`src/rtl/core/hdrts_pkg.sv`:
```
// ---------------------------------------------------------------------------
// hdrts_pkg
// Types, codes and reset values shared by the radio turn scheduler files
// ---------------------------------------------------------------------------
package hdrts_pkg;

    typedef enum logic [2:0] {
        MODE_INIT  = 3'd0,
        MODE_RX    = 3'd1,
        MODE_TX    = 3'd2,
        MODE_GO_RX = 3'd3,
        MODE_GO_TX = 3'd4
    } mode_t;

    typedef enum logic [1:0] {
        CMD_NONE     = 2'd0,
        CMD_START_RX = 2'd1,
        CMD_STOP_RX  = 2'd2,
        CMD_REINIT   = 2'd3
    } cmd_t;

    // radio event codes
    localparam logic [2:0] EV_NONE    = 3'd0;
    localparam logic [2:0] EV_MESSAGE = 3'd1;

    // transmit outcome codes
    localparam logic [1:0] TX_FAIL = 2'd0;
    localparam logic [1:0] TX_OK   = 2'd1;

    // register indexes (word address)
    localparam logic [1:0] REG_MIN_LISTEN = 2'd0;
    localparam logic [1:0] REG_MAX_TX     = 2'd1;
    localparam logic [1:0] REG_MIN_GAP    = 2'd2;

    localparam int unsigned ADDR_W = 4;

    localparam logic [15:0] MIN_LISTEN_RST = 16'd100;
    localparam logic [15:0] MAX_TX_RST     = 16'd1000;
    localparam logic [15:0] MIN_GAP_RST    = 16'd100;

    typedef struct packed {
        logic [15:0] min_listen_ms;
        logic [15:0] max_tx_ms;
        logic [15:0] min_gap_ms;
    } cfg_t;

    typedef struct packed {
        logic [31:0] now_ms;
        logic [2:0]  radio_event;
        logic        rx_intact;
        logic        reply_wanted;
        logic        tx_available;
        logic [31:0] last_sent_ms;
        logic [1:0]  tx_outcome;
        logic        tx_wants_ack;
        logic [15:0] random_extra;
    } item_t;

    typedef struct packed {
        mode_t       mode;
        logic        listening;
        logic [31:0] last_rx_time;
        logic [15:0] extra_listen;
    } state_t;

    typedef struct packed {
        mode_t mode_now;
        cmd_t  radio_cmd;
        logic  deliver_rx;
        logic  start_tx;
        logic  mark_sent;
    } result_t;

endpackage

```
`src/rtl/core/hdrts_cfg.sv`:
```
// ---------------------------------------------------------------------------
// hdrts_cfg
// APB-style register file holding the three timing registers
// ---------------------------------------------------------------------------
module hdrts_cfg
    import hdrts_pkg::*;
(
    input  logic              clk,
    input  logic              rst_n,
    input  logic              psel,
    input  logic              penable,
    input  logic              pwrite,
    input  logic [ADDR_W-1:0] paddr,
    input  logic [31:0]       pwdata,
    output logic [31:0]       prdata,
    output logic              pready,
    output cfg_t              cfg
);

    cfg_t        cfg_reg;
    logic        wr_en;
    logic [1:0]  reg_idx;

    assign pready  = 1'b1;
    assign reg_idx = paddr[3:2];
    assign wr_en   = psel && penable && pwrite;

    always_ff @(posedge clk or negedge rst_n)
    begin
        if (!rst_n)
        begin
            cfg_reg.min_listen_ms <= MIN_LISTEN_RST;
            cfg_reg.max_tx_ms     <= MAX_TX_RST;
            cfg_reg.min_gap_ms    <= MIN_GAP_RST;
        end
        else if (wr_en)
        begin
            case (reg_idx)
                REG_MIN_LISTEN: cfg_reg.min_listen_ms <= pwdata[15:0];
                REG_MAX_TX:     cfg_reg.max_tx_ms     <= pwdata[15:0];
                REG_MIN_GAP:    cfg_reg.min_gap_ms    <= pwdata[15:0];
                default:        ;
            endcase
        end
    end

    always_comb
    begin
        case (reg_idx)
            REG_MIN_LISTEN: prdata = {16'd0, cfg_reg.min_listen_ms};
            REG_MAX_TX:     prdata = {16'd0, cfg_reg.max_tx_ms};
            REG_MIN_GAP:    prdata = {16'd0, cfg_reg.min_gap_ms};
            default:        prdata = 32'd0;
        endcase
    end

    assign cfg = cfg_reg;

endmodule

```
`src/rtl/core/hdrts_step.sv`:
```
// ---------------------------------------------------------------------------
// hdrts_step
// Next-state and result logic for one scheduler step
// ---------------------------------------------------------------------------
module hdrts_step
    import hdrts_pkg::*;
(
    input  cfg_t    cfg,
    input  item_t   item,
    input  state_t  st,
    output state_t  st_next,
    output result_t res
);

    logic [31:0] since_sent;
    logic [31:0] rx_age;
    logic [17:0] rx_window;
    logic [16:0] tx_limit;
    logic        rx_timeout;
    logic        gap_ok;
    logic        listen_ok;

    assign since_sent = item.now_ms - item.last_sent_ms;
    assign rx_age     = item.now_ms - st.last_rx_time;
    // extra + 2*min_listen + gap
    assign rx_window  = {2'd0, st.extra_listen} + {1'b0, cfg.min_listen_ms, 1'b0}
                      + {2'd0, cfg.min_gap_ms};
    assign tx_limit   = {1'b0, cfg.min_listen_ms} + {1'b0, cfg.max_tx_ms};
    // a received message restarts the window, so no timeout in that step
    assign rx_timeout = (item.radio_event != EV_MESSAGE)
                      && (rx_age > {14'd0, rx_window});
    assign gap_ok     = since_sent > {16'd0, cfg.min_gap_ms};
    assign listen_ok  = since_sent > {16'd0, cfg.min_listen_ms};

    always_comb
    begin
        st_next        = st;
        res.radio_cmd  = CMD_NONE;
        res.deliver_rx = 1'b0;
        res.start_tx   = 1'b0;
        res.mark_sent  = 1'b0;

        case (st.mode)
            MODE_RX:
            begin
                if (item.radio_event == EV_MESSAGE)
                begin
                    res.radio_cmd   = CMD_START_RX;
                    st_next.last_rx_time = item.now_ms;
                    if (item.rx_intact)
                    begin
                        res.deliver_rx = 1'b1;
                        if (item.reply_wanted)
                            st_next.mode = MODE_GO_TX;
                    end
                end
                else if (item.radio_event != EV_NONE)
                    res.radio_cmd = CMD_START_RX;
                if (rx_timeout)
                begin
                    st_next.mode         = MODE_GO_TX;
                    st_next.last_rx_time = item.now_ms;
                end
            end
            MODE_TX:
            begin
                st_next.mode = MODE_GO_TX;
                if (item.tx_available)
                begin
                    res.start_tx = 1'b1;
                    if (item.tx_outcome == TX_FAIL)
                        res.radio_cmd = CMD_REINIT;
                    else if (item.tx_outcome == TX_OK)
                    begin
                        res.mark_sent = 1'b1;
                        if (item.tx_wants_ack)
                            st_next.mode = MODE_GO_RX;
                    end
                end
            end
            MODE_GO_RX:
            begin
                if (!st.listening)
                begin
                    st_next.listening = 1'b1;
                    res.radio_cmd     = CMD_START_RX;
                end
                st_next.last_rx_time = item.now_ms;
                if (cfg.min_listen_ms == 16'd0)
                    st_next.extra_listen = 16'd0;
                else if (item.random_extra >= cfg.min_listen_ms)
                    st_next.extra_listen = cfg.min_listen_ms - 16'd1;
                else
                    st_next.extra_listen = item.random_extra;
                st_next.mode = MODE_RX;
            end
            MODE_GO_TX:
            begin
                if (rx_age > {15'd0, tx_limit})
                begin
                    if (listen_ok)
                        st_next.mode = MODE_GO_RX;
                end
                else if (item.tx_available)
                begin
                    if (st.listening)
                    begin
                        st_next.listening = 1'b0;
                        res.radio_cmd     = CMD_STOP_RX;
                    end
                    if (gap_ok)
                        st_next.mode = MODE_TX;
                end
                else if (listen_ok)
                    st_next.mode = MODE_GO_RX;
            end
            default:
                st_next.mode = MODE_GO_RX;
        endcase

        res.mode_now = st_next.mode;
    end

endmodule

```
`src/rtl/core/half_duplex_radio_turn_scheduler_unit.sv`:
```
// ---------------------------------------------------------------------------
// half_duplex_radio_turn_scheduler_unit
// Five-mode scheduler that alternates one radio between listening and sending
// ---------------------------------------------------------------------------
// request accept to result valid: input reg, then result reg
// throughput: one request per cycle unless out_ready stalls; the step logic
//   between the two registers is a single pass of 32-bit subtract/compare logic
// reset: rst_n clears mode to init, listening, last rx time and extra listen
//   time, loads the timing registers with 100 / 1000 / 100 ms, empties both regs
module half_duplex_radio_turn_scheduler_unit
    import hdrts_pkg::*;
(
    input  logic              clk,
    input  logic              rst_n,
    // config port
    input  logic              psel,
    input  logic              penable,
    input  logic              pwrite,
    input  logic [ADDR_W-1:0] paddr,
    input  logic [31:0]       pwdata,
    output logic [31:0]       prdata,
    output logic              pready,
    // request channel
    input  logic              in_valid,
    output logic              in_ready,
    input  logic [31:0]       now_ms,
    input  logic [2:0]        radio_event,
    input  logic              rx_intact,
    input  logic              reply_wanted,
    input  logic              tx_available,
    input  logic [31:0]       last_sent_ms,
    input  logic [1:0]        tx_outcome,
    input  logic              tx_wants_ack,
    input  logic [15:0]       random_extra,
    // result channel
    output logic              out_valid,
    input  logic              out_ready,
    output logic [2:0]        mode_now,
    output logic [1:0]        radio_cmd,
    output logic              deliver_rx,
    output logic              start_tx,
    output logic              mark_sent
);

    cfg_t    cfg;
    item_t   item_reg;
    logic    item_valid_reg;
    state_t  state_reg;
    state_t  state_next;
    result_t res_next;
    result_t res_reg;
    logic    out_valid_reg;
    logic    advance;
    logic    in_fire;

    hdrts_cfg u_cfg (
        .clk     (clk),
        .rst_n   (rst_n),
        .psel    (psel),
        .penable (penable),
        .pwrite  (pwrite),
        .paddr   (paddr),
        .pwdata  (pwdata),
        .prdata  (prdata),
        .pready  (pready),
        .cfg     (cfg)
    );

    // a held request steps the scheduler once the result reg is free or draining
    assign advance  = item_valid_reg && (!out_valid_reg || out_ready);
    // input reg refills in the same cycle it hands its request on
    assign in_ready = !item_valid_reg || advance;
    assign in_fire  = in_valid && in_ready;

    // request register: payload only loads, valid flag is reset
    always_ff @(posedge clk or negedge rst_n)
    begin
        if (!rst_n)
            item_valid_reg <= 1'b0;
        else if (in_ready)
            item_valid_reg <= in_valid;
    end

    always_ff @(posedge clk)
    begin
        if (in_fire)
        begin
            item_reg.now_ms       <= now_ms;
            item_reg.radio_event  <= radio_event;
            item_reg.rx_intact    <= rx_intact;
            item_reg.reply_wanted <= reply_wanted;
            item_reg.tx_available <= tx_available;
            item_reg.last_sent_ms <= last_sent_ms;
            item_reg.tx_outcome   <= tx_outcome;
            item_reg.tx_wants_ack <= tx_wants_ack;
            item_reg.random_extra <= random_extra;
        end
    end

    hdrts_step u_step (
        .cfg     (cfg),
        .item    (item_reg),
        .st      (state_reg),
        .st_next (state_next),
        .res     (res_next)
    );

    // scheduler state moves only when a request is stepped, so the next
    // request in the input reg sees the updated state
    always_ff @(posedge clk or negedge rst_n)
    begin
        if (!rst_n)
        begin
            state_reg.mode         <= MODE_INIT;
            state_reg.listening    <= 1'b0;
            state_reg.last_rx_time <= 32'd0;
            state_reg.extra_listen <= 16'd0;
        end
        else if (advance)
            state_reg <= state_next;
    end

    // result register
    always_ff @(posedge clk or negedge rst_n)
    begin
        if (!rst_n)
            out_valid_reg <= 1'b0;
        else if (advance)
            out_valid_reg <= 1'b1;
        else if (out_ready)
            out_valid_reg <= 1'b0;
    end

    always_ff @(posedge clk)
    begin
        if (advance)
            res_reg <= res_next;
    end

    assign out_valid  = out_valid_reg;
    assign mode_now   = res_reg.mode_now;
    assign radio_cmd  = res_reg.radio_cmd;
    assign deliver_rx = res_reg.deliver_rx;
    assign start_tx   = res_reg.start_tx;
    assign mark_sent  = res_reg.mark_sent;

endmodule

```
`config.mk`:
```
export PLATFORM = sky130hd
export DESIGN_NAME = half_duplex_radio_turn_scheduler_unit
export DESIGN_NICKNAME = d
export VERILOG_FILES = /design/src/rtl/core/hdrts_pkg.sv /design/src/rtl/core/hdrts_cfg.sv /design/src/rtl/core/hdrts_step.sv /design/src/rtl/core/half_duplex_radio_turn_scheduler_unit.sv
export SDC_FILE = /design/constraint.sdc
export NUM_CORES = 1
export LEC_CHECK = 0
export BUFFER_PORTS_ARGS = -buffer_cell sky130_fd_sc_hd__buf_2
export CAP_MARGIN = 10
export CELL_PAD_IN_SITES_DETAIL_PLACEMENT = 1
export CELL_PAD_IN_SITES_GLOBAL_PLACEMENT = 1
export CORE_MARGIN = 2
export CORE_UTILIZATION = 47
export DETAILED_ROUTE_END_ITERATION = 6
export GPL_ROUTABILITY_DRIVEN = 0
export PLACE_DENSITY_LB_ADDON = 0.1
export SYNTH_ARGS = -nofsm -noshare
export SYNTH_HDL_FRONTEND = slang
export SYNTH_SLANG_ARGS = --single-unit
```
`constraint.sdc`:
```
create_clock -name clk -period 6.17 [get_ports clk]
set_input_delay 0.617 -clock clk [delete_from_list [all_inputs] [get_ports clk]]
set_output_delay 0.617 -clock clk [all_outputs]
set_load 0.01 [all_outputs]
```
# Yosys cells after proc, flatten, opt, wreduce, memory -nomap -nowiden
# Cells that the tools add are included.
# word_totals
reg_bits,199
inputBits,132
out_inout_bits,43
wordCells,109
# classes
order_cmp,5
n_addsub,6
n_mux,37
n_eq_ne,12
reduce_logical,24
bitwise_logic,2
# op_table
op,count
greater-than comparator 32 x 16 -> 1 bit,2
2-to-1 mux 32 bit,2
case mux 32 bit (2 select lines),1
subtractor 32 bit,2
case mux 16 bit (3 select lines),1
2-to-1 mux 3 bit,12
greater-than comparator 32 x 17 -> 1 bit,1
greater-than comparator 32 x 18 -> 1 bit,1
2-to-1 mux 16 bit,2
adder 16 x 17 -> 18 bit,1
adder 18 x 16 -> 18 bit,1
adder 16 x 16 -> 17 bit,1
greater-or-equal comparator 16 bit,1
logical NOT 16 bit,1
"subtractor 16 x 1 -> 16 bit, second input constant",1
2-to-1 mux 2 bit,7
case mux 3 bit (4 select lines),1
AND reduction 2 bit,5
2-to-1 mux 1 bit,9
case mux 2 bit (4 select lines),1
"== test 3 x 1 -> 1 bit, second input constant",2
"== test 3 x 2 -> 1 bit, second input constant",2
"!= test 3 x 1 -> 1 bit, second input constant",2
nonzero test 2 bit,3
other kinds (14),24

# Depth between registers and ports, before layout
# Gate-level depths: netlist (run 1).
# logic_depth
word_depth,6
depth_mapped,28
mapped_depth_nobuf,27

# By module
# A second synthesis (run 1) with hierarchy kept.
# hier_totals
cells_unflattened,1562
area_unflattened_um2,16017.9
# by_module_without_submodules
mod,cells_each,seq_area_each_um2,instances,area_each_um2
hdrts_step,1169,0.0,1,8525.7
half_duplex_radio_turn_scheduler_unit,215,4264.1,1,5144.9
hdrts_cfg,178,1216.2,1,2347.3

# Least setup slack after synthesis (run 1)
# Ideal clock, no wire load.
# synth_path
path_type,register -> register
from,register u_cfg.cfg_reg (netlist bit u_cfg.cfg[32])
to,register state_reg[16] in the netlist's numbering
path_slack_ps,691
required_time_ps,6042
period_less_slack_ps,5479
n_path_buf,1
t_arrival_ps,5351
setup_ps,128
path_stages_with_launch,29
cell_sequence,dfrtp_1 > inv_1 > fa_1 > inv_1 > ha_1 > inv_1 > fa_1 > nor2b_1 > o21ai_0 > a21oi_1 > o21ai_0 > a21boi_0 > o21ai_0 > a21oi_1 > o21ai_0 > a211o_1 > o21ai_0 > xnor2_1 > ha_1 > and3_1 > nand4_1 > or4_1 > o21ai_0 > o21ai_0 > nor3_1 > nand3_1 > nand2_1 > buf_2 > mux2_1
# synth_between
elab_chain_cells,6
elab_cells_between_ends,8
cone_classes,add/sub (2); order compare (1); eq/ne (1); mux (2); reduce/logical (2)
# synth_rtl
item,line_no,source
start: declaration,hdrts_cfg.sv:20,cfg_t cfg_reg;
adder 16 x 17 -> 18 bit *,hdrts_step.sv:26,"assign rx_window = {2'd0, st.extra_listen} + {1'b0, cfg.min_listen_ms, 1'b0}"
adder 18 x 16 -> 18 bit *,hdrts_step.sv:27,"+ {2'd0, cfg.min_gap_ms};"
greater-than comparator 32 x 18 -> 1 bit *,hdrts_step.sv:31,"&& (rx_age > {14'd0, rx_window});"
logical AND 1 bit *,hdrts_step.sv:31,
!= test 3 x 1 -> 1 bit (no line) / 2-to-1 mux 32 bit (equally long branches),-,
AND reduction 3 bit (no line) / case mux 32 bit (2 select lines) (equally long branches),-,
end signal: assignment,half_duplex_radio_turn_scheduler_unit.sv:120,state_reg <= state_next;
end: declaration,half_duplex_radio_turn_scheduler_unit.sv:48,state_t state_reg;
# Every way passes the cells marked *; elsewhere a longest branch is shown, timed or not.
# A chain may end at the register's enable or synchronous reset.

# Worst setup path after layout (run 1)
# layout_path
from,register u_cfg.cfg_reg (netlist bit u_cfg.cfg[32])
to,register state_reg[29] in the netlist's numbering
# Same word-level chain as after synthesis.

==> flow_summary.yaml, run 1 <==
status:
  status: "completed"
place:
  placed_cell_area_um2: 16790
  dpl.cell_count: 2195
  portBuffers: 139
  hpwl_um: 37580
  dpl_worst_slack_ns: 0.03353
synth:
  syn_area_per_cell_um2: 9.490
  synth_top_flop_cell: "edfxtp_1"
  synth_cells: 1652
  synth_warnings: 0
  synthTopCellsByArea: "edfxtp_1 (19%), dfrtp_1 (14%), ha_1 (14%)"
  synth_commonest_cells: "ha_1 (179), nand2_1 (150), inv_1 (130)"
  synth_top_area_cell: "edfxtp_1"
  seq_area_frac_synth: 0.3496
  ys_ff_latch: 199
  synth_most_common_cell: "ha_1"
  synth_top_area_frac: 0.1858
  synth_edf_count: 97
  syn_area_um2: 15680
  synth_cell_types: 88
  async_flop_share: 0.5126
cts:
  cts_hold_buf: 0
  cts-htree-levels: 4
  cts_buffer_depth: 2
  cts_tree: "done"
  clock_sinks: 199
  clkLatencyLatePin_ns: 0.47
  path_clk_slew_ns: 0.08
  cts_root_buf: "clkbuf_16"
  numCtsBuffers: 17
sta:
  timing.final.crit_share: 0.9573
  setup_viol: 0
  drv_slew: 0
  final-hold-violation-count: 0
  max_slew_margin: 0.2430
  post-route-min-period_ns: 5.906
  hold_ws_ns: 0.1232
  fmax_ghz: 0.1693
  tns_ns: 0
  max_slew.worst_pin.slew_ns: 1.133
  clock_skew_ns: 0.01789
  setup_ws_ns: 0.2637
grt:
  grt_pass1_vias: 13771
  antenna_found_initial: 1
  grtUsageMet2: 0.4614
  track_usage: 0.2734
  grt_most_used_layer: "met2"
  met1_usage: 0.3565
  grt_pass1_wl_um: 74950
  grt_max_degree: 66
  use_met3: 0.04382
  overflow: 0
finish:
  area_delta_synth_final_pct: 11.78
  fillers: 3819
  finalInstanceArea_um2: 17520
  postLayoutCoreUtil: 0.5359
  drive_gt1_frac: 0.1425
  largest_reg_flops: 89
  layout.nets: 2107
  regArea_um2: 5480
  final_cells: 2233
  multi_input_area_um2: 9507
hold_path:
  hold_class: "in2async"
die:
  io_pins: 175
  start_util: 0.4794
  die_area_um2: 34830
  die_w_um: 186.6
  dieHeight_um: 186.6
  rows: 66
  core-area_um2: 32700
pwr:
  power_density_nw_per_um2: 498.9
  finalPower_mw: 8.743
  p_leak_nw: 7.854
  ir_worst_vdd_v: 0.0003202
routing:
  dr.pass1.iters: 5
  wl_um: 47680
  viasPerCell: 5.936
  route.vias.total: 13256
  wl_per_cell_um: 21.35
  drc: 0
  ant_nets: 0
  first_iter_violations: 670
setup_path:
  end_kind: "register"
  critPathMostFrequentCell: "o21ai_0"
  worst_ep_required_time_ns: 6.51
  cp_max_fo: 8
  crit_slowest_cell: "or4_4"
  slowest_delay_ns: 0.59
  crit_type: "reg2reg"
  start_kind: "register"
  cp.arrival_ns: 6.25
flow_run:
  cap_violations: 0
## final timing paths
check	end	slack, ns	start	depth (start not counted)
worst max-delay path	state_reg[29]	0.26	u_cfg.cfg[32]	28
worst min-delay path	u_cfg.cfg[36]	0.12	rst_n	1
worst max register to register	state_reg[29]	0.26	u_cfg.cfg[32]	28
worst min register to register	state_reg[36]	0.49	state_reg[36]	1
max in group asynchronous	state_reg[38]	4.77	rst_n	2
min in group clk	item_reg[3]	0.31	random_extra[3]	1
## placed cells by master, fill, tap and decap left out, drive strengths merged, types with 20 or more instances in the layout
master	n
ha	179
buf	155
nand2	150
inv	136
o21ai	128
a21oi	101
edfxtp	97
dfrtp	90
nor2	83
mux2	50
xnor2	44
o21a	42
a21o	42
mux2i	39
nor3	31
nand4	27
xor2	25
clkbuf	24
nor2b	23
nand3	22
nand2b	21
o211ai	20
## cell type report
type | instances | share of cell area
inverters | 130 | 0.02785
well taps | 442 | 0.03156
clock inverters | 10 | 0.005855
clock buffers | 22 | 0.02892
repair buffers | 157 | 0.05048
flip-flops and latches | 199 | 0.3127
multi-input cells | 1272 | 0.5425
diodes | 1 | 0.0001428
## what timing repair did
action | 4_1_cts | 5_1_grt
gates cloned | 0 | 3
endpoints found under the setup margin | 32 | 34
resized for setup | 1 | 18
setup buffers | 0 | 2
pin swaps | 0 | 4
## cell families after synthesis
kind of cell	count (synthesis)	share of synthesized area
buffers and inverters	196	0.05187
multiplexers	89	0.06105
AND/OR/NAND/NOR	436	0.1381
adder cells (fa/ha/maj)	198	0.1671
AO/OA/AOI/OAI	463	0.1933
flip-flops	199	0.3496
XOR/XNOR	69	0.03855
other	2	0.0004790
## power by group
| group | internal [mW] | total, mW | switching, mW |
|---|---|---|---|
| sequential | 1.71 | 1.96 | 0.249 |
| combinational | 2.36 | 5.61 | 3.25 |
| clock | 0.635 | 1.18 | 0.542 |
## metal layers
layer  share of wire  vias up
met5               0        -
met4           0.029        0
met3           0.040       82
met2            0.48      305
met1            0.45     6611
li1                -     6258
## critical path, delay by kind of cell (launching register included)
| family | cells | cell delay, ns |
|---|---|---|
| buffers and inverters | 4 | 0.44 |
| AOI/OAI and AO/OA | 10 | 1.54 |
| xor gates and xnor gates | 1 | 0.09 |
| and+or+nand+nor | 8 | 1.73 |
| muxes | 1 | 0.33 |
| DFF | 1 | 0.41 |
| adders and majority gates | 4 | 1.23 |
No activity file was read; power rests on OpenSTA's default activity.
==> inputs of run 2 (changes only) <==
--- a/config.mk
+++ b/config.mk
@@ -13,7 +13,7 @@
 export CORE_UTILIZATION = 47
 export DETAILED_ROUTE_END_ITERATION = 6
 export GPL_ROUTABILITY_DRIVEN = 0
-export PLACE_DENSITY_LB_ADDON = 0.1
+export PLACE_DENSITY = 0.91
 export SYNTH_ARGS = -nofsm -noshare
 export SYNTH_HDL_FRONTEND = slang
 export SYNTH_SLANG_ARGS = --single-unit
==> run 2 against run 1 <==
- non-clock buffer count is 3 lower
- cell area is 0.50% lower
- total power is 1.3% higher
- cell count is 0.18% lower
- fmax is 0.19% higher
- critical path type unchanged
- largest power group unchanged
==> flow_summary.yaml, run 2 (synthesized netlist as in run 1, its figures left out) <==
pwr:
  switchingPower_mw: 4.229
  finalPower_mw: 8.857
  p_clk_frac: 0.123
  p_seq_frac: 0.224
  intPower_mw: 4.628
  ir_worst_vdd_v: 0.0003989
  sw_frac_of_total: 0.4775
  p_comb_frac: 0.653
  power_density_nw_per_um2: 507.9
  p_leak_nw: 7.809
cts:
  path_clk_slew_ns: 0.08
  cts-htree-levels: 4
  clkLatencyLatePin_ns: 0.47
  cts_root_buf: "clkbuf_16"
  cts_tree: "done"
  clock_sinks: 199
  numCtsBuffers: 17
  cts_buffer_depth: 2
die:
  die_area_um2: 34830
  core-area_um2: 32700
  die_w_um: 186.6
  start_util: 0.4794
  dieHeight_um: 186.6
  io_pins: 175
  rows: 66
finish:
  area_delta_synth_final_pct: 11.22
  final_cell_mix: "ha_1 (179), nand2_1 (149), buf_2 (138), inv_1 (128), o21ai_0 (105)"
  layout.nets: 2104
  multi_input_area_um2: 9507
  regArea_um2: 5480
  final_common_cell: "ha_1"
  fillers: 3787
  drive_gt1_frac: 0.1393
  antenna_cells: 0
  largest_reg_flops: 89
  finalInstanceArea_um2: 17440
sta:
  setup_ws_ns: 0.2748
  max_slew.worst_pin.slew_ns: 0.9499
  drv_slew: 0
  post-route-min-period_ns: 5.895
  hold_ws_ns: 0.1885
  fmax_ghz: 0.1696
  max_slew_margin: 0.3504
  timing.final.crit_share: 0.9555
  clock_skew_ns: 0.01670
  setup_viol: 0
  final-hold-violation-count: 0
setup_path:
  rr_worst_depth: 28
  end_kind: "register"
  crit_type: "reg2reg"
  r2r_slack_ns: 0.27
  endpoint: "state_reg[35]"
  critPathMostFrequentCell: "o21ai_1"
  crit_slowest_cell: "or4_4"
  cp.arrival_ns: 6.25
  setup.worst_path.start: "u_cfg.cfg[32]"
  start_kind: "register"
  r2r-end: "state_reg[35]"
  cp.depth: 28
  critical_path_buf_inv_count: 4
  slowest_delay_ns: 0.56
  worst_ep_required_time_ns: 6.53
  timing.rr.start: "u_cfg.cfg[32]"
  crit_family: "compound AO/OA/AOI/OAI gates"
  cp_max_fo: 8
routing:
  viasPerCell: 6.153
  route.vias.total: 13716
  drc: 0
  ant_nets: 0
  first_iter_violations: 824
  wl_um: 49310
  wl_per_cell_um: 22.12
  dr.pass1.iters: 5
flow_run:
  cap_violations: 0
grt:
  overflow: 0
  antenna_found_initial: 0
  grt_pass1_vias: 14351
  track_usage: 0.2792
  grt_max_degree: 65
  grt_pass1_wl_um: 76840
place:
  hpwl_um: 37890
  dpl_worst_slack_ns: 0.02334
  placed_cell_area_um2: 16770
  portBuffers: 139
status:
  status: "completed"
hold_path:
  hold_class: "in2async"
## run 2: changes by cell type in the layout (fill, tap and decap cells not counted), sizes merged
cell    before  now
clkbuf      24   20
diode        1    0
bufinv       1    0
buf        155  152
clkinv       2    7
## run 2: worst min-delay path by stage
stage | startpoint | depth (start not counted) | endpoint
after floorplan | rst_n | 0 | item_valid_reg
after detailed placement | state_reg[36] | 1 | state_reg[36]
final | rst_n | 1 | u_cfg.cfg[36]
after global routing | rst_n | 1 | u_cfg.cfg[40]
after CTS | rst_n | 1 | u_cfg.cfg[36]
after global placement | state_reg[1] | 2 | state_reg[1]
## run 2: cell type report
cell class              count  area share
repair buffers            154     0.04944
inverters                 130     0.02799
well taps                 442     0.03172
multi-input cells        1272      0.5452
clock buffers              18     0.02461
flip-flops and latches    199      0.3143
clock inverters            14    0.006745
## run 2: power groups by stage
| stage | Combinational (mW) | Sequential, mW | Clock [mW] |
|---|---|---|---|
| CTS | 5.45 | 1.98 | 1.10 |
| global route | 6.31 | 2.02 | 1.15 |
| detailed placement | 5.36 | 2.00 | 0 |
| floorplan | 3.86 | 1.91 | 0 |
| finish | 5.78 | 1.98 | 1.09 |
| global placement | 4.98 | 1.97 | 0 |
## run 2: metrics by stage
stage | utilization | std cells | setup TNS (ns)
global route | 0.5332 | 2229 | -2.372
CTS | 0.5295 | 2224 | 0
floorplan | - | 1667 | 0
global placement | 0.5127 | 2192 | 0
finish | 0.5332 | 2229 | 0
detailed placement | 0.5127 | 2192 | 0
## run 2: metal layers
layer / GRT usage / vias up / wire [um]
met2: 0.4781 / 500 / 23870
met3: 0.04890 / 115 / 3004
met4: 0.1102 / 0 / 1896
li1: - / 6257 / -
met5: 0 / - / 0
met1: 0.3503 / 6844 / 20530
## run 2: timing repair
item | CTS | global route
gates cloned | 0 | 3
gates resized for setup | 2 | 17
setup endpoints to repair | 32 | 36
hold buffers | 0 | 0
pin swaps | 0 | 3
buffers inserted | 0 | 2
==> inputs of run 3 (changes only) <==
--- a/config.mk
+++ b/config.mk
@@ -7,13 +7,12 @@
 export LEC_CHECK = 0
 export BUFFER_PORTS_ARGS = -buffer_cell sky130_fd_sc_hd__buf_2
 export CAP_MARGIN = 10
-export CELL_PAD_IN_SITES_DETAIL_PLACEMENT = 1
-export CELL_PAD_IN_SITES_GLOBAL_PLACEMENT = 1
 export CORE_MARGIN = 2
-export CORE_UTILIZATION = 47
+export CORE_UTILIZATION = 60
+export CTS_BUF_LIST = sky130_fd_sc_hd__clkbuf_8
 export DETAILED_ROUTE_END_ITERATION = 6
 export GPL_ROUTABILITY_DRIVEN = 0
-export PLACE_DENSITY = 0.91
+export PLACE_DENSITY = 0.9
 export SYNTH_ARGS = -nofsm -noshare
 export SYNTH_HDL_FRONTEND = slang
 export SYNTH_SLANG_ARGS = --single-unit
==> run 3 against run 2 <==
- critical path depth is 5 lower
- critical endpoint is now state_reg[22]
- utilization is 13 points higher
- worst setup slack worse by 0.070 ns
- sequential cell count stayed put
- total power is 6.8% lower
- via count is 1.2% lower
- sequential power hardly changed
- clock power is 21% lower
- cell area is 1.9% lower
==> flow_summary.yaml, run 3 (synthesized netlist as in run 1, its figures left out) <==
grt:
  grt_pass1_wl_um: 64440
  overflow: 0
  track_usage: 0.2881
  grt_max_degree: 65
  grt_pass1_vias: 13165
  antenna_found_initial: 0
die:
  die_w_um: 165.6
  rows: 59
  core-area_um2: 25840
  start_util: 0.6068
  io_pins: 175
  dieHeight_um: 165.6
  die_area_um2: 27440
finish:
  antenna_cells: 0
  largest_reg_flops: 89
  final_cells: 2119
  fillers: 1953
  area_delta_synth_final_pct: 9.122
  drive_gt1_frac: 0.1379
  regArea_um2: 5482
  finalInstanceArea_um2: 17110
  multi_input_area_um2: 9507
  final_cell_mix: "ha_1 (179), nand2_1 (149), buf_2 (138), inv_1 (131), o21ai_0 (105)"
  layout.nets: 2101
  final_common_cell: "ha_1"
cts:
  path_clk_slew_ns: 0.11
  cts_root_buf: "clkbuf_8"
  cts_tree: "done"
  numCtsBuffers: 17
  clkLatencyLatePin_ns: 0.50
  cts_hold_buf: 0
  clock_sinks: 199
  cts_buffer_depth: 2
  cts-htree-levels: 4
sta:
  setup_viol: 0
  fmax_ghz: 0.1676
  timing.final.crit_share: 0.9669
  final-hold-violation-count: 0
  post-route-min-period_ns: 5.966
  max_slew_margin: 0.4500
  clock_skew_ns: 0.02613
  max_slew.worst_pin.slew_ns: 0.8042
  drv_slew: 0
routing:
  wl_per_cell_um: 19.24
  ant_nets: 0
  wl_um: 40760
  first_iter_violations: 1181
  dr.pass1.iters: 7
  drc: 0
  viasPerCell: 6.394
  route.vias.total: 13549
flow_run:
  cap_violations: 0
setup_path:
  critical_path_buf_inv_count: 1
  cp.depth: 23
  crit_chain: "fa_1 -> ha_1 -> a21o_1 -> a21oi_1 -> o21ai_0 -> a21oi_2 -> o21ai_1 -> a211o_1 -> a2111oi_4 -> nor3_1 -> or3_1 -> a21oi_1 -> xor2_1 -> ha_1 -> nand4_1 -> or4_1 -> o21ai_0 -> o21ai_1 -> nor3_1 -> nand3_1 -> nand2_4 -> buf_12 -> mux2_1"
  crit_slowest_cell: "dfstp_2"
  r2r-end: "state_reg[22]"
  timing.rr.start: "u_cfg.cfg[2]"
  start_kind: "register"
  setup.worst_path.start: "u_cfg.cfg[2]"
  endpoint: "state_reg[22]"
  worst_ep_required_time_ns: 6.53
  rr_worst_depth: 23
  slowest_delay_ns: 0.58
  r2r_slack_ns: 0.20
  crit_type: "reg2reg"
  crit_family: "compound AO/OA/AOI/OAI gates"
  cp_max_fo: 16
  cp.arrival_ns: 6.33
  end_kind: "register"
pwr:
  ir_worst_vdd_v: 0.0002782
  power_density_nw_per_um2: 482.7
  p_leak_nw: 7.731
status:
  status: "completed"
hold_path:
  hold_class: "in2async"
place:
  dpl.cell_count: 2084
  portBuffers: 139
  placed_cell_area_um2: 16620
  hpwl_um: 31410
-- run 3: cell types whose count changed in the layout (fill, tap and decap cells not counted), sizes merged --
| cell | delta |
|---|---|
| bufinv | +2 |
| inv | +3 |
| buf | -2 |
| clkinv | -3 |
| clkbuf | -2 |
| clkinvlp | -1 |
-- run 3: report_power, final --
group | switching, mW | internal (mW) | leakage, nW
combinational | 3.12 | 2.31 | 5.38
clock | 0.497 | 0.366 | 0.214
sequential | 0.258 | 1.71 | 2.13
total | 3.87 | 4.38 | 7.73
-- run 3: layer usage --
metal  track usage  share of wire  vias up  wire, um
li1              -              -     6259         -
met1        0.3779           0.42     6377     16970
met2        0.4754           0.46      765     18860
met3       0.04588          0.082      148      3326
met4        0.1251          0.039        0      1608
met5             0              0        -         0
-- run 3: layout make-up --
cell class	instances	area share
clock buffer	17	0.01368
clock inverter	15	0.009142
inverter	130	0.02852
multi-input combinational	1272	0.5557
sequential	199	0.3204
tap	335	0.02450
timing repair buffer	151	0.04805
-- run 3: worst min-delay path by stage --
stage | from | to | slack (ns) | cells past startpoint
2_1_floorplan | rst_n | item_valid_reg | 0.32 | 0
3_3_place_gp | item_valid_reg | out_valid | 0.47 | 1
3_5_place_dp | state_reg[1] | state_reg[1] | 0.48 | 2
4_1_cts | rst_n | u_cfg.cfg[20] | 0.1 | 1
5_1_grt | rst_n | u_cfg.cfg[20] | 0.12 | 1
6_report | rst_n | u_cfg.cfg[20] | 0.08 | 1
-- run 3: worst register-to-register path, delay by kind of cell, from the launching register on --
family | cells | cell delay [ns]
buffers and inverters | 1 | 0.18
adder cells (fa/ha/maj) | 3 | 1.08
XOR/XNOR | 1 | 0.12
multiplexers | 1 | 0.35
AND/OR/NAND/NOR | 7 | 1.53
AO/OA/AOI/OAI | 10 | 2.01
flip-flops | 1 | 0.58
-- run 3: stage by stage --
step / total power [mW] / TNS (ns) / hold WS (ns) / util / setup WS (ns)
5_1_grt: 8.890 / -2.449 / 0.1197 / 0.6621 / -0.09912
4_1_cts: 7.987 / 0 / 0.09878 / 0.6586 / 0.05924
6_report: 8.259 / 0 / 0.08075 / 0.6621 / 0.2043
3_3_place_gp: 6.811 / 0 / 0.4687 / 0.6434 / 0.2844
2_1_floorplan: 5.761 / 0 / 0.3214 / - / 0.6910
3_5_place_dp: 7.086 / 0 / 0.4757 / 0.6434 / 0.05626
-- run 3: what timing repair did --
action	4_1_cts	5_1_grt
gates resized for setup	1	19
endpoints found under the setup margin	4	36
endpoints found under the hold margin	0	0
pin swaps	0	6
cloned	0	2
buffers inserted	0	1
